[src/sv/mavg_div.sv]
// Serial restoring divider: signed dividend by unsigned divisor, one quotient bit a cycle.
`default_nettype none
module mavg_div #(
  parameter int DIVIDEND_W = 24,
  parameter int DIVISOR_W  = 9
) (
  input  wire logic                         clk,
  input  wire logic                         rst_n,
  input  wire logic                         start,
  input  wire logic signed [DIVIDEND_W-1:0] dividend,
  input  wire logic        [DIVISOR_W-1:0]  divisor,
  output logic                              done,
  output logic signed      [DIVIDEND_W-1:0] quotient
);

  localparam int STEP_W = $clog2(DIVIDEND_W + 1);

  logic                  busy_r, busy_nxt;
  logic                  done_r, done_nxt;
  logic [STEP_W-1:0]     cnt_r, cnt_nxt;
  logic [DIVISOR_W-1:0]  rem_r, rem_nxt;
  logic [DIVIDEND_W-1:0] quo_r, quo_nxt;
  logic [DIVISOR_W-1:0]  dvs_r, dvs_nxt;
  logic                  neg_r, neg_nxt;
  logic [DIVISOR_W:0]    rem_sh;
  logic [DIVISOR_W:0]    rem_diff;
  logic                  ge;

  always_comb begin
    rem_sh   = {rem_r, quo_r[DIVIDEND_W-1]};
    rem_diff = rem_sh - {1'b0, dvs_r};
    ge       = (rem_sh >= {1'b0, dvs_r});
    busy_nxt = busy_r;
    done_nxt = 1'b0;
    cnt_nxt  = cnt_r;
    rem_nxt  = rem_r;
    quo_nxt  = quo_r;
    dvs_nxt  = dvs_r;
    neg_nxt  = neg_r;
    if (start) begin
      busy_nxt = 1'b1;
      cnt_nxt  = STEP_W'(DIVIDEND_W);
      rem_nxt  = '0;
      dvs_nxt  = divisor;
      neg_nxt  = dividend[DIVIDEND_W-1];
      quo_nxt  = dividend[DIVIDEND_W-1] ? $unsigned(-dividend) : $unsigned(dividend);
    end else if (busy_r) begin
      rem_nxt = ge ? DIVISOR_W'(rem_diff) : DIVISOR_W'(rem_sh);
      quo_nxt = {quo_r[DIVIDEND_W-2:0], ge};
      cnt_nxt = cnt_r - 1'b1;
      if (cnt_r == STEP_W'(1)) begin
        busy_nxt = 1'b0;
        done_nxt = 1'b1;
      end
    end
  end

  always_ff @(posedge clk) begin
    if (!rst_n) begin
      busy_r <= 1'b0;
      done_r <= 1'b0;
      cnt_r  <= '0;
    end else begin
      busy_r <= busy_nxt;
      done_r <= done_nxt;
      cnt_r  <= cnt_nxt;
    end
  end

  always_ff @(posedge clk) begin
    rem_r <= rem_nxt;
    quo_r <= quo_nxt;
    dvs_r <= dvs_nxt;
    neg_r <= neg_nxt;
  end

  assign done     = done_r;
  assign quotient = neg_r ? -$signed(quo_r) : $signed(quo_r);

endmodule
`default_nettype wire
[config.mk]
export PLATFORM = sky130hd
export DESIGN_NAME = mavg_div
export DESIGN_NICKNAME = d
export VERILOG_FILES = /design/src/sv/mavg_div.sv
export SDC_FILE = /design/constraint.sdc
export NUM_CORES = 1
export LEC_CHECK = 0
export BUFFER_PORTS_ARGS = -buffer_cell sky130_fd_sc_hd__buf_2
export CORE_ASPECT_RATIO = 1.2
export CORE_MARGIN = 2
export CORE_UTILIZATION = 58
export CTS_BUF_LIST = sky130_fd_sc_hd__clkbuf_4
export DETAILED_ROUTE_END_ITERATION = 16
export GPL_TIMING_DRIVEN = 0
export PLACE_DENSITY = 0.88
export SETUP_SLACK_MARGIN = 0.02
export SYNTH_ARGS = -nofsm -noshare
export SYNTH_HDL_FRONTEND = slang
export SYNTH_SLANG_ARGS = --single-unit
[constraint.sdc]
create_clock -name clk -period 2.7 [get_ports clk]
set_clock_uncertainty 0.1 [all_clocks]
set_input_delay 0.27 -clock clk [delete_from_list [all_inputs] [get_ports clk]]
set_output_delay 0.27 -clock clk [all_outputs]
set_load 0.005 [all_outputs]
==> summary.txt, run 1 <==
Run status
  • Outcome: finished, violations left
  • Violations in the final reports: negative setup slack

Route
  • TritonRoute pass-1 iters: 7
  • Max Used Layer: met4
  • Iteration-0 DRC count of the detailed router: 252
  • Post-detailed-route DRC marker count: 0
  • Via-per-instance ratio: roughly 6.2
  • Detailed-route wire length per cell: 18.6 um
  • Met3 Routed Length: ~670 um
  • Total wirelength of the detailed-routed design: 9740 um
  • Final ANT Viol Nets: 0
  • Amount of wire on met2 after detailed routing: 5020 um
  • Via count: 3,281
  • Met1 Wirelength: 3590 um

Cells and area
  • Commonest cells after routing, fill and taps aside: 60 x sky130_fd_sc_hd__buf_2, 38 x sky130_fd_sc_hd__nor2_1, 34 x sky130_fd_sc_hd__edfxtp_1, 31 x sky130_fd_sc_hd__a21oi_1, 27 x sky130_fd_sc_hd__xnor2_1
  • Ant diodes: 0
  • Layout net count: a little over 500
  • Final-layout fill cell count: 349
  • Multi-input logic area: 2070 um^2
  • Core utilization of the finished layout: 0.764
  • Fraction of layout cells with a size suffix above 1: 0.275
  • Area taken by flip-flops and latches: 1340 um^2
  • Area growth from synthesis to final layout: 28.1%
  • Most common library cell in the layout ignoring fill and taps: sky130_fd_sc_hd__buf_2

Synth
  • Mapped Avg Cell Area: a little over 9 um^2
  • FFs w/ async S/R, synth: 0
  • Synthesized area: 3360 um^2
  • Post-synth top area share: 0.304
  • Leading area contributor after synthesis: sky130_fd_sc_hd__edfxtp_1
  • Sequential cell area fraction in the yosys report: 0.399
  • Synthesized Nets: slightly above 400
  • Most used DFF post-synth: sky130_fd_sc_hd__edfxtp_1
  • Library cells used by synthesis: a little under 50
  • Cells after Synth: 359
  • Yosys warning total: 0
  • Biggest area contributors in the synthesized netlist: sky130_fd_sc_hd__edfxtp_1 30%, sky130_fd_sc_hd__dfxtp_1 9.5%, sky130_fd_sc_hd__xnor2_1 7.6%
  • Register bit total from synthesis: 50
  • EDFF count, synth: 34

Timing
  • Final number of hold-violating endpoints: 0
  • Setup WS post-layout: -0.313 ns
  • Slew @ Worst Pin: 1.04 ns
  • Period minus WS final: 3.01 ns
  • Worst-case headroom to the max-slew limit: 0.308
  • Total negative setup slack: -3.47 ns
  • Number of slew-limit violations in the final report: 0
  • Max frequency: 332 MHz
  • Share of the clock period used by the worst path: 1.12
  • Number of setup violations in the final report: 15
  • RSZ-0062 raised after global routing: true

Power and ir drop
  • Share of total power in sequential cells: 0.453
  • Combinational share of power: 0.338
  • Lkg Pwr: 1.73 nW
  • Fraction of power consumed by the clock network: 0.209
  • PD cells: 512 nW/um^2
  • NetSw: ~0.74 mW
  • Cell-internal power: ~1.5 mW
  • Peak ir drop on the vdd network: ~0.34 mV
  • Net switching share of the total power: 0.335

Clocking
  • CTS Buf Count: 5
  • Clock latency of the later-clocked register in the worst-skew pair: roughly 0.39 ns
  • Root Buffer Master: sky130_fd_sc_hd__clkbuf_4
  • CTS H-tree lvls: 2
  • CTS Sinks: 50
  • CTS tree: built
  • Maximum clock path buffer count: 2
  • Register clock-pin slew on the reported worst setup and hold paths: 0.15 ns

Worst setup path
  • Critical Path Fanout Max: 4
  • Setup slack on the worst flop-to-flop path: approximately 0.080 ns
  • Sort of element at the start of the critical path: register
  • Critical path capture point: quotient[12]
  • Critical R2R Capture: quo_r[0]$_DFFE_PP_
  • Reg2Reg Depth: 10
  • Worst setup startpoint: quo_r[6]$_DFFE_PP_
  • CP Capture Type: output port
  • Crit path required time: roughly 2.3 ns
  • Critical path type: register to output port
  • Arrival time at the worst endpoint: 2.64 ns
  • R2R Path Start: quo_r[23]$_DFFE_PP_

Global routing
  • First-pass GRT wire length: 14,000 um
  • Overall global routing resource usage: 0.283
  • Maximum number of pins on one net before global-route repair: 25
  • Vias in the first global route: 3,017
  • Initial antenna violation count: 0
  • GRT overflow: 0

Die
  • Height of the chip: slightly below 90 um
  • Overall die width: 73.5 um
  • Die Footprint: 6420 um^2
  • Area of the core: 5630 um^2
  • Initial standard-cell utilization of the core: 0.596
  • IO Count: slightly above 60
  • Std cell rows: 30

Job
  • Count of maximum capacitance violations: 0

Place
  • Count of buffers from port buffering: 60
  • Last weighted congestion value of the routability-driven placer: around 0.88
  • Hpwl dp: approximately 5700 um

Hold path
  • Startpoint of the tightest hold check path: dividend[23]
  • Classification of the worst-slack hold path: input port to register
## worst max-delay path, cell delays in order (launching register included)
cell                       delay, ns
sky130_fd_sc_hd__edfxtp_1       0.43
sky130_fd_sc_hd__or4_4          0.58
sky130_fd_sc_hd__or4_4          0.53
sky130_fd_sc_hd__buf_4          0.17
sky130_fd_sc_hd__o41ai_4        0.23
sky130_fd_sc_hd__xnor2_1        0.17
sky130_fd_sc_hd__buf_2          0.14
## cell type report
type / count / share of cell area
Tap cell: 64 / 0.0186
Timing Repair Buffer: 94 / 0.136
Clock inverter: 1 / 0.00698
Inverter: 20 / 0.0174
Multi-Input combinational cell: 274 / 0.482
Buffer: 15 / 0.0148
Sequential cell: 50 / 0.312
Clock buffer: 7 / 0.0122
## layer usage
metal | track usage | vias up
met5 | 0 | -
met4 | 0.121 | 0
met3 | 0.0428 | 44
met2 | 0.514 | 180
met1 | 0.324 | 1534
li1 | - | 1523
## metrics by stage
step / std cells / power (mW) / cell area [um^2] / hold WS [ns] / setup WS (ns)
after floorplan: 359 / 1.38 / 3360 / 0.269 / 0.211
after global placement: 483 / 1.56 / 3740 / 0.352 / -0.0977
after detailed placement: 483 / 1.58 / 3740 / 0.348 / -0.127
after CTS: 509 / 2.08 / 4080 / 0.0408 / -0.257
after global routing: 525 / 2.30 / 4300 / 0.0243 / -0.384
final: 525 / 2.21 / 4300 / 0.0267 / -0.313
## state kept, by name (all words and copies together) (netlist names)
| register | flops |
|---|---|
| rem_r | 9 |
| quo_r | 24 |
| dvs_r | 9 |
| cnt_r | 5 |
| busy_r | 1 |
| done | 1 |
| neg_r | 1 |
## synthesized netlist by cell type, drive strengths merged, types with 4 or more instances
cell type	n
nor2	39
inv	20
o21ai	16
o41ai	7
a21oi	31
nand2	26
clkbuf	11
ha	13
buf	4
xor2	23
xnor2	29
nand3	7
edfxtp	34
nand4	4
nor3	5
a211oi	4
or4	7
dfxtp	16
or3	5
a311oi	5
o31ai	15
nand2b	6
nor4	6
## cells by family after synthesis
kind of cell,after synthesis,share of synthesized area
AOI/OAI and AO/OA,93,0.190
xor gates and xnor gates,52,0.136
adders and majority gates,14,0.0544
buffers and inverters,35,0.0402
DFF,50,0.399
muxes,2,0.00596
and+or+nand+nor,113,0.174
## repair_timing
item,in CTS,in global routing
setup buffers,9,16
hold endpoints to repair,9,0
gates cloned,0,0
pin swaps,13,12
hold buffers,9,0
setup endpoints to repair,23,25
resized for setup,18,19
## power by group through the flow
stage / registers [mW] / clock network [mW] / logic, mW
floorplan: 0.984 / 0 / 0.394
global placement: 0.998 / 0 / 0.559
detailed placement: 1.00 / 0 / 0.579
CTS: 0.985 / 0.452 / 0.646
global route: 1.01 / 0.491 / 0.808
finish: 0.998 / 0.461 / 0.746
## worst min-delay path by stage
stage,cells past startpoint,slack [ns],to
2_1_floorplan,0,0.27,dvs_r[0]$_DFFE_PP_
3_3_place_gp,1,0.35,dvs_r[2]$_DFFE_PP_
3_5_place_dp,1,0.35,dvs_r[3]$_DFFE_PP_
4_1_cts,1,0.04,neg_r$_DFFE_PP_
5_1_grt,1,0.02,neg_r$_DFFE_PP_
6_report,1,0.03,neg_r$_DFFE_PP_
Note: power is estimated with default switching activity, not from simulation.
==> inputs of run 2 (changes only) <==
--- a/config.mk
+++ b/config.mk
@@ -13,6 +13,7 @@
 export DETAILED_ROUTE_END_ITERATION = 16
 export GPL_TIMING_DRIVEN = 0
 export PLACE_DENSITY = 0.88
+export REMOVE_ABC_BUFFERS = 1
 export SETUP_SLACK_MARGIN = 0.02
 export SYNTH_ARGS = -nofsm -noshare
 export SYNTH_HDL_FRONTEND = slang
==> run 2 against run 1 <==
The run still ends with negative setup slack left. Routed wire length decreased by 10%. Sequential share of layout area increased by 0.53 points. Largest cell class unchanged. Maximum frequency grew 2.4%. Hold slack improved by 0.016 ns. Sequential cell count did not move. Power decreased by 1.4%. Largest power group unchanged. Core utilization fell by 1.3 points. Die area is the same. Non-clock buffer count is 13 lower.
==> summary.txt, run 2 (same netlist as run 1, synthesis figures left out) <==
Power and ir drop
  • Lkg Pwr: 1.70 nW (-1.8%)
  • Net switching share of the total power: 0.327 (-0.00824)
  • Peak ir drop on the vdd network: 0.294 mV (-14%)
  • Share of total power in sequential cells: 0.462 (+0.009)
  • Fraction of power consumed by the clock network: 0.214 (+0.005)
  • PD cells: 514 nW/um^2 (+0.24%)
  • Cell-internal power: 1.46 mW (-0.20%)
  • NetSw: 0.710 mW (-3.8%)
  • Combinational share of power: 0.324 (-0.014)

Worst setup path
  • Critical path's top delay family: simple AND/OR/NAND/NOR gates
  • Number of buffers and inverters on the critical path: 2 (unchanged)
  • Sort of element at the start of the critical path: register
  • Arrival time at the worst endpoint: 2.57 ns (-0.07 ns)
  • Critical Path Fanout Max: 4 (unchanged)
  • R2R Path Start: quo_r[23]$_DFFE_PP_
  • Highest cell delay on the worst timing path: 0.56 ns (-0.02 ns)
  • CP Capture Type: output port
  • Cells along the critical path: or4_4 > buf_6 > or4_4 > o31ai_4 > xnor2_2 > buf_2
  • Crit path required time: 2.33 ns (about the same)
  • Critical path type: register to output port
  • Critical R2R Capture: quo_r[0]$_DFFE_PP_
  • Reg2Reg Depth: 10 (unchanged)
  • Slowest CP cell: sky130_fd_sc_hd__or4_4
  • Setup slack on the worst flop-to-flop path: 0.03 ns (-0.05 ns)
  • Most common cell on crit path: sky130_fd_sc_hd__or4_4

Hold path
  • Startpoint of the tightest hold check path: rst_n
  • Classification of the worst-slack hold path: input port to register
  • WHS Endpoint: busy_r$_SDFF_PN0_
  • WHS Path Cells: 2 (+1)

Cells and area
  • Commonest cells after routing, fill and taps aside: 60 x sky130_fd_sc_hd__buf_2, 38 x sky130_fd_sc_hd__nor2_1, 34 x sky130_fd_sc_hd__edfxtp_1, 31 x sky130_fd_sc_hd__a21oi_1, 28 x sky130_fd_sc_hd__xnor2_1
  • Fraction of layout cells with a size suffix above 1: 0.278 (+0.00291)
  • Most common library cell in the layout ignoring fill and taps: sky130_fd_sc_hd__buf_2
  • Max FFs per register: 24 (unchanged)
  • Largest regs: quo_r x24, dvs_r x9, rem_r x9
  • Layout net count: 498 (-2.4%)
  • Register ranked first by flip-flop count: quo_r
  • Final-layout fill cell count: 370 (+6.0%)
  • Ant diodes: 0 (unchanged)
  • Area growth from synthesis to final layout: 26.0%

Global routing
  • Vias in the first global route: 2,912 (-3.5%)
  • GRT overflow: 0 (unchanged)
  • Maximum number of pins on one net before global-route repair: 69 (+180%)
  • First-pass GRT wire length: 12,900 um (-8.0%)
  • Overall global routing resource usage: 0.257 (-0.0257)
  • Initial antenna violation count: 0 (unchanged)

Clocking
  • Clock latency of the later-clocked register in the worst-skew pair: 0.38 ns (about the same)
  • Register clock-pin slew on the reported worst setup and hold paths: 0.14 ns (about the same)
  • Maximum clock path buffer count: 2 (unchanged)
  • CTS Sinks: 50 (unchanged)
  • CTS tree: built
  • CTS H-tree lvls: 2 (unchanged)
  • Root Buffer Master: sky130_fd_sc_hd__clkbuf_4
  • CTS Buf Count: 5 (unchanged)

Place
  • Worst setup timing slack at the placement stage: -0.263 ns (-0.135 ns)
  • Last weighted congestion value of the routability-driven placer: 0.847 (-3.2%)
  • Count of buffers from port buffering: 60 (unchanged)
  • Hpwl dp: 5330 um (-7.1%)

Route
  • TritonRoute pass-1 iters: 5 (-2)
  • Via-per-instance ratio: 6.14 (-1.7%)
  • Total wirelength of the detailed-routed design: 8720 um (-10%)
  • Detailed-route wire length per cell: 17.0 um (-8.4%)
  • Iteration-0 DRC count of the detailed router: 203 (-19%)
  • Via count: 3,152 (-3.9%)
  • Post-detailed-route DRC marker count: 0 (unchanged)
  • Final ANT Viol Nets: 0 (unchanged)

Timing
  • Worst-case headroom to the max-slew limit: 0.190 (-0.117)
  • Period minus WS final: 2.94 ns (-0.0699 ns)
  • Number of setup violations in the final report: 15 (unchanged)
  • Final number of hold-violating endpoints: 0 (unchanged)
  • RSZ-0062 raised after global routing: true
  • Slew @ Worst Pin: 1.21 ns (+0.179 ns)
  • Number of slew-limit violations in the final report: 0 (unchanged)
  • Max frequency: 340 MHz (+2.4%)
  • Share of the clock period used by the worst path: 1.09 (-0.0259)
  • Worst hold margin: 0.0431 ns (+0.0164 ns)
  • Setup WS post-layout: -0.244 ns (+0.0699 ns)

Die
  • Overall die width: 73.5 um (unchanged)
  • Area of the core: 5630 um^2 (unchanged)
  • Std cell rows: 30 (unchanged)
  • Die Footprint: 6420 um^2 (unchanged)
  • IO Count: 61 (unchanged)
  • Initial standard-cell utilization of the core: 0.596 (unchanged)
  • Height of the chip: 87.4 um (unchanged)

Job
  • Count of maximum capacitance violations: 0 (unchanged)

Run status
  • Outcome: finished, violations left
  • Violations in the final reports: negative setup slack
==> run 2: cell types whose count changed in the layout (fill, tap and decap cells not counted), sizes merged <==
cell	change
clkbuf	-10
buf	-3
o221ai	+1
==> run 2: per-stage QoR <==
stage / TNS (ns) / power, mW / cell area [um^2] / utilization / cells
2_1_floorplan: 0 / 1.36 / 3300 / - / 344
5_1_grt: -3.37 / 2.28 / 4230 / 0.752 / 513
4_1_cts: -1.99 / 2.08 / 4050 / 0.720 / 498
6_report: -2.14 / 2.17 / 4230 / 0.752 / 513
3_3_place_gp: -3.51 / 1.54 / 3680 / 0.653 / 468
3_5_place_dp: -5.09 / 1.57 / 3680 / 0.653 / 468
==> run 2: per-layer routing <==
metal / global-route usage / wire length [um] / part of all wire / vias up
li1: - / - / - / 1497
met1: 0.288 / 3430 / 0.39 / 1506
met2: 0.481 / 4660 / 0.53 / 129
met3: 0.0405 / 401 / 0.046 / 20
met4: 0.0942 / 231 / 0.026 / 0
met5: 0 / 0 / 0 / -
==> run 2: worst reg2reg max path, stage by stage (launching register included) <==
cell and delay [ns]:
sky130_fd_sc_hd__edfxtp_1 0.46, sky130_fd_sc_hd__inv_1 0.10, sky130_fd_sc_hd__ha_2 0.18, sky130_fd_sc_hd__inv_1 0.06, sky130_fd_sc_hd__fa_2 0.37, sky130_fd_sc_hd__a21o_1 0.21
sky130_fd_sc_hd__a221oi_4 0.37, sky130_fd_sc_hd__buf_6 0.16, sky130_fd_sc_hd__o221ai_4 0.14, sky130_fd_sc_hd__nor2_2 0.19, sky130_fd_sc_hd__a21oi_1 0.06
==> run 2: area by class of cell <==
cell class	instances	area (um^2)	area share
multi-input combinational	275	2050	0.484
inverter	20	75.1	0.0177
tap	64	80.1	0.0189
sequential	50	1340	0.317
clock inverter	1	30.0	0.00710
clock buffer	7	52.6	0.0124
timing repair buffer	96	604	0.143
==> run 2: what timing repair did <==
item / CTS / global route
pin swaps: 11 / 18
setup endpoints to repair: 23 / 25
gates cloned: 0 / 1
gates resized for setup: 13 / 14
hold endpoints to repair: 9 / 0
hold buffers: 9 / 0
buffers inserted: 13 / 14
==> run 2: power by group through the flow <==
stage                     logic, mW  clock network (mW)  registers [mW]
final                         0.705               0.465            1.00
after global routing          0.768               0.493            1.01
after CTS                     0.628               0.460           0.996
after detailed placement      0.552                   0            1.02
after global placement        0.534                   0            1.01
after floorplan               0.366                   0           0.992
==> run 2: worst max path at each step <==
stage	cells past startpoint	to	start
floorplan	8	rem_r[0]$_SDFFE_PP0P_	quo_r[23]$_DFFE_PP_
global placement	9	quo_r[0]$_DFFE_PP_	quo_r[23]$_DFFE_PP_
detailed placement	9	quo_r[0]$_DFFE_PP_	quo_r[23]$_DFFE_PP_
CTS	6	quotient[22]	quo_r[4]$_DFFE_PP_
global route	6	quotient[11]	quo_r[6]$_DFFE_PP_
finish	6	quotient[11]	quo_r[5]$_DFFE_PP_
==> inputs of run 3 (changes only) <==
--- a/config.mk
+++ b/config.mk
@@ -6,13 +6,15 @@
 export NUM_CORES = 1
 export LEC_CHECK = 0
 export BUFFER_PORTS_ARGS = -buffer_cell sky130_fd_sc_hd__buf_2
+export CELL_PAD_IN_SITES_DETAIL_PLACEMENT = 1
+export CELL_PAD_IN_SITES_GLOBAL_PLACEMENT = 1
 export CORE_ASPECT_RATIO = 1.2
 export CORE_MARGIN = 2
-export CORE_UTILIZATION = 58
+export CORE_UTILIZATION = 44
 export CTS_BUF_LIST = sky130_fd_sc_hd__clkbuf_4
 export DETAILED_ROUTE_END_ITERATION = 16
 export GPL_TIMING_DRIVEN = 0
-export PLACE_DENSITY = 0.88
+export PLACE_DENSITY = 0.87
 export REMOVE_ABC_BUFFERS = 1
 export SETUP_SLACK_MARGIN = 0.02
 export SYNTH_ARGS = -nofsm -noshare
==> run 3 against run 2 <==
The flow still finishes with violations (negative setup slack). Critical path depth unchanged. First-iteration DRC count is 37% lower. Combinational power increased by 10%. Largest cell class unchanged. Sequential power hardly changed. Die area is 30% higher. Sequential cell count unchanged. Largest power group unchanged. Via count is 1.6% higher. Core utilization down 17 points. Design area grew 1.2%. Clock-buffer cell count shrank 1. Setup slack lost 0.15 ns. Maximum frequency is 4.9% lower.
==> summary.txt, run 3 (same netlist as run 1, synthesis figures left out) <==
Run status
  • Outcome: finished, violations left
  • Violations in the final reports: negative setup slack

Route
  • Total wirelength of the detailed-routed design: 11,000 um (+26%)
  • Iteration-0 DRC count of the detailed router: 128 (-37%)
  • Via count: 3,203 (+1.6%)
  • TritonRoute pass-1 iters: 4 (-1)
  • Via-per-instance ratio: 5.94 (-3.3%)
  • Final ANT Viol Nets: 0 (unchanged)
  • Post-detailed-route DRC marker count: 0 (unchanged)
  • Detailed-route wire length per cell: 20.4 um (+20%)

Worst setup path
  • Slowest CP cell: sky130_fd_sc_hd__edfxtp_1
  • Critical path capture point: quotient[12]
  • Reg2Reg Depth: 11 (+1)
  • Critical path's top delay family: simple AND/OR/NAND/NOR gates
  • Most common cell on crit path: sky130_fd_sc_hd__or4_4
  • Cells along the critical path: or4_4 > or4_4 > buf_4 > o41ai_4 > xnor2_2 > buf_2
  • Critical Path Fanout Max: 6 (+2)
  • Number of gates on the worst path with buffers counted: 6 (unchanged)
  • Setup slack on the worst flop-to-flop path: 0.05 ns (+0.02 ns)
  • Arrival time at the worst endpoint: 2.73 ns (+0.16 ns)
  • Crit path required time: 2.33 ns (about the same)
  • Highest cell delay on the worst timing path: 0.54 ns (-0.02 ns)
  • Sort of element at the start of the critical path: register
  • R2R Path Start: quo_r[23]$_DFFE_PP_
  • CP Capture Type: output port
  • Critical path type: register to output port
  • Number of buffers and inverters on the critical path: 2 (unchanged)
  • Critical R2R Capture: rem_r[0]$_SDFFE_PP0P_
  • Worst setup startpoint: quo_r[3]$_DFFE_PP_

Power and ir drop
  • Overall power consumption: 2.16 mW (-0.71%)
  • Lkg Pwr: 1.70 nW (about the same)
  • PD cells: 504 nW/um^2 (-1.9%)
  • Peak ir drop on the vdd network: 0.369 mV (+26%)

Place
  • Last weighted congestion value of the routability-driven placer: 0.768 (-9.3%)
  • Count of buffers from port buffering: 60 (unchanged)
  • Placed Cells incl. Taps: 494 (+5.6%)
  • Hpwl dp: 6070 um (+14%)

Global routing
  • Most Used Layer, Global Route: met2
  • Met2 track utilization from global routing: 0.439 (-0.0411)
  • GRT overflow: 0 (unchanged)
  • First-pass GRT wire length: 16,000 um (+24%)
  • Vias in the first global route: 3,176 (+9.1%)
  • GR Util met1: 0.285 (-0.00277)
  • Initial antenna violation count: 0 (unchanged)
  • Routing usage on met3: 0.0299 (-0.0106)
  • Overall global routing resource usage: 0.237 (-0.0200)
  • Maximum number of pins on one net before global-route repair: 69 (unchanged)

Cells and area
  • Fraction of layout cells with a size suffix above 1: 0.290 (+0.0111)
  • Most common library cell in the layout ignoring fill and taps: sky130_fd_sc_hd__buf_2
  • Commonest cells after routing, fill and taps aside: 60 x sky130_fd_sc_hd__buf_2, 38 x sky130_fd_sc_hd__nor2_1, 34 x sky130_fd_sc_hd__edfxtp_1, 31 x sky130_fd_sc_hd__a21oi_1, 27 x sky130_fd_sc_hd__xnor2_1
  • Max FFs per register: 24 (unchanged)
  • Layout net count: 498 (unchanged)
  • Area growth from synthesis to final layout: 27.5%
  • Register ranked first by flip-flop count: quo_r
  • Ant diodes: 0 (unchanged)
  • Largest regs: quo_r x24, dvs_r x9, rem_r x9
  • Non-filler cells in the finished layout: 539 (+5.1%)

Job
  • Count of maximum capacitance violations: 0 (unchanged)

Timing
  • Number of slew-limit violations in the final report: 0 (unchanged)
  • RSZ-0062 raised after global routing: true
  • Max frequency: 323 MHz (-4.9%)
  • Worst hold margin: 0.0321 ns (-0.0110 ns)
  • Final number of hold-violating endpoints: 0 (unchanged)
  • Number of setup violations in the final report: 15 (unchanged)
  • Period minus WS final: 3.10 ns (+0.152 ns)
  • Share of the clock period used by the worst path: 1.15 (+0.0565)
  • Setup WS post-layout: -0.396 ns (-0.152 ns)
  • Worst-case headroom to the max-slew limit: 0.143 (-0.0475)
  • Slew @ Worst Pin: 1.29 ns (+0.0712 ns)

Die
  • Std cell rows: 34 (+13%)
  • Initial standard-cell utilization of the core: 0.459 (-0.137)
  • IO Count: 61 (unchanged)
  • Overall die width: 83.8 um (+14%)
  • Height of the chip: 99.7 um (+14%)
  • Die Footprint: 8350 um^2 (+30%)
  • Area of the core: 7320 um^2 (+30%)

Clocking
  • CTS Sinks: 50 (unchanged)
  • Register clock-pin slew on the reported worst setup and hold paths: 0.17 ns (+0.03 ns)
  • CTS H-tree lvls: 2 (unchanged)
  • Root Buffer Master: sky130_fd_sc_hd__clkbuf_4
  • CTS tree: built
  • Maximum clock path buffer count: 2 (unchanged)
  • Clock latency of the later-clocked register in the worst-skew pair: 0.40 ns (+0.02 ns)
  • CTS Buf Count: 5 (unchanged)

Hold path
  • Classification of the worst-slack hold path: input port to register
-- run 3: timing repair --
item | in CTS | in global routing
pin swaps | 9 | 12
hold endpoints to repair | 9 | 0
setup endpoints to repair | 25 | 51
hold buffers | 9 | 0
buffers inserted | 9 | 18
gates resized for setup | 13 | 20
gates cloned | 0 | 1
-- run 3: power by group --
| group | total [mW] | internal [mW] | leakage [nW] | switching, mW |
|---|---|---|---|---|
| Clock | 0.379 | 0.110 | 0.0354 | 0.269 |
| Sequential | 1.00 | 0.909 | 0.466 | 0.0949 |
| Combinational | 0.776 | 0.352 | 1.20 | 0.423 |
-- run 3: stage by stage --
stage | utilization | setup TNS [ns] | cell area [um^2] | worst slack (ns)
after detailed placement | 0.507 | -9.87 | 3710 | -0.535
after floorplan | - | 0 | 3300 | 0.168
final | 0.585 | -3.61 | 4280 | -0.396
after CTS | 0.550 | -2.65 | 4030 | -0.265
after global routing | 0.585 | -5.28 | 4280 | -0.499
after global placement | 0.507 | -7.31 | 3710 | -0.410
-- run 3: routing by layer --
layer / share of wire / up-vias
li1: - / 1501
met1: 0.40 / 1584
met2: 0.53 / 96
met3: 0.041 / 22
met4: 0.025 / 0
met5: 0 / -
-- run 3: worst min-delay path by stage --
stage | startpoint | end | slack, ns | cells past startpoint
5_1_grt | rst_n | cnt_r[3]$_SDFFE_PN0P_ | 0.04 | 2
3_3_place_gp | divisor[2] | dvs_r[2]$_DFFE_PP_ | 0.35 | 1
4_1_cts | rst_n | busy_r$_SDFF_PN0_ | 0.05 | 2
6_report | rst_n | busy_r$_SDFF_PN0_ | 0.03 | 2
3_5_place_dp | divisor[3] | dvs_r[3]$_DFFE_PP_ | 0.35 | 1
2_1_floorplan | start | rem_r[1]$_SDFFE_PP0P_ | 0.24 | 1
-- run 3: layout make-up --
type / count / area, um^2
timing repair buffer: 96 / 597
sequential: 50 / 1340
fill: 860 / 3030
tap: 90 / 113
inverter: 20 / 75.1
multi-input combinational: 275 / 2100
clock inverter: 2 / 10.0
clock buffer: 6 / 45.0
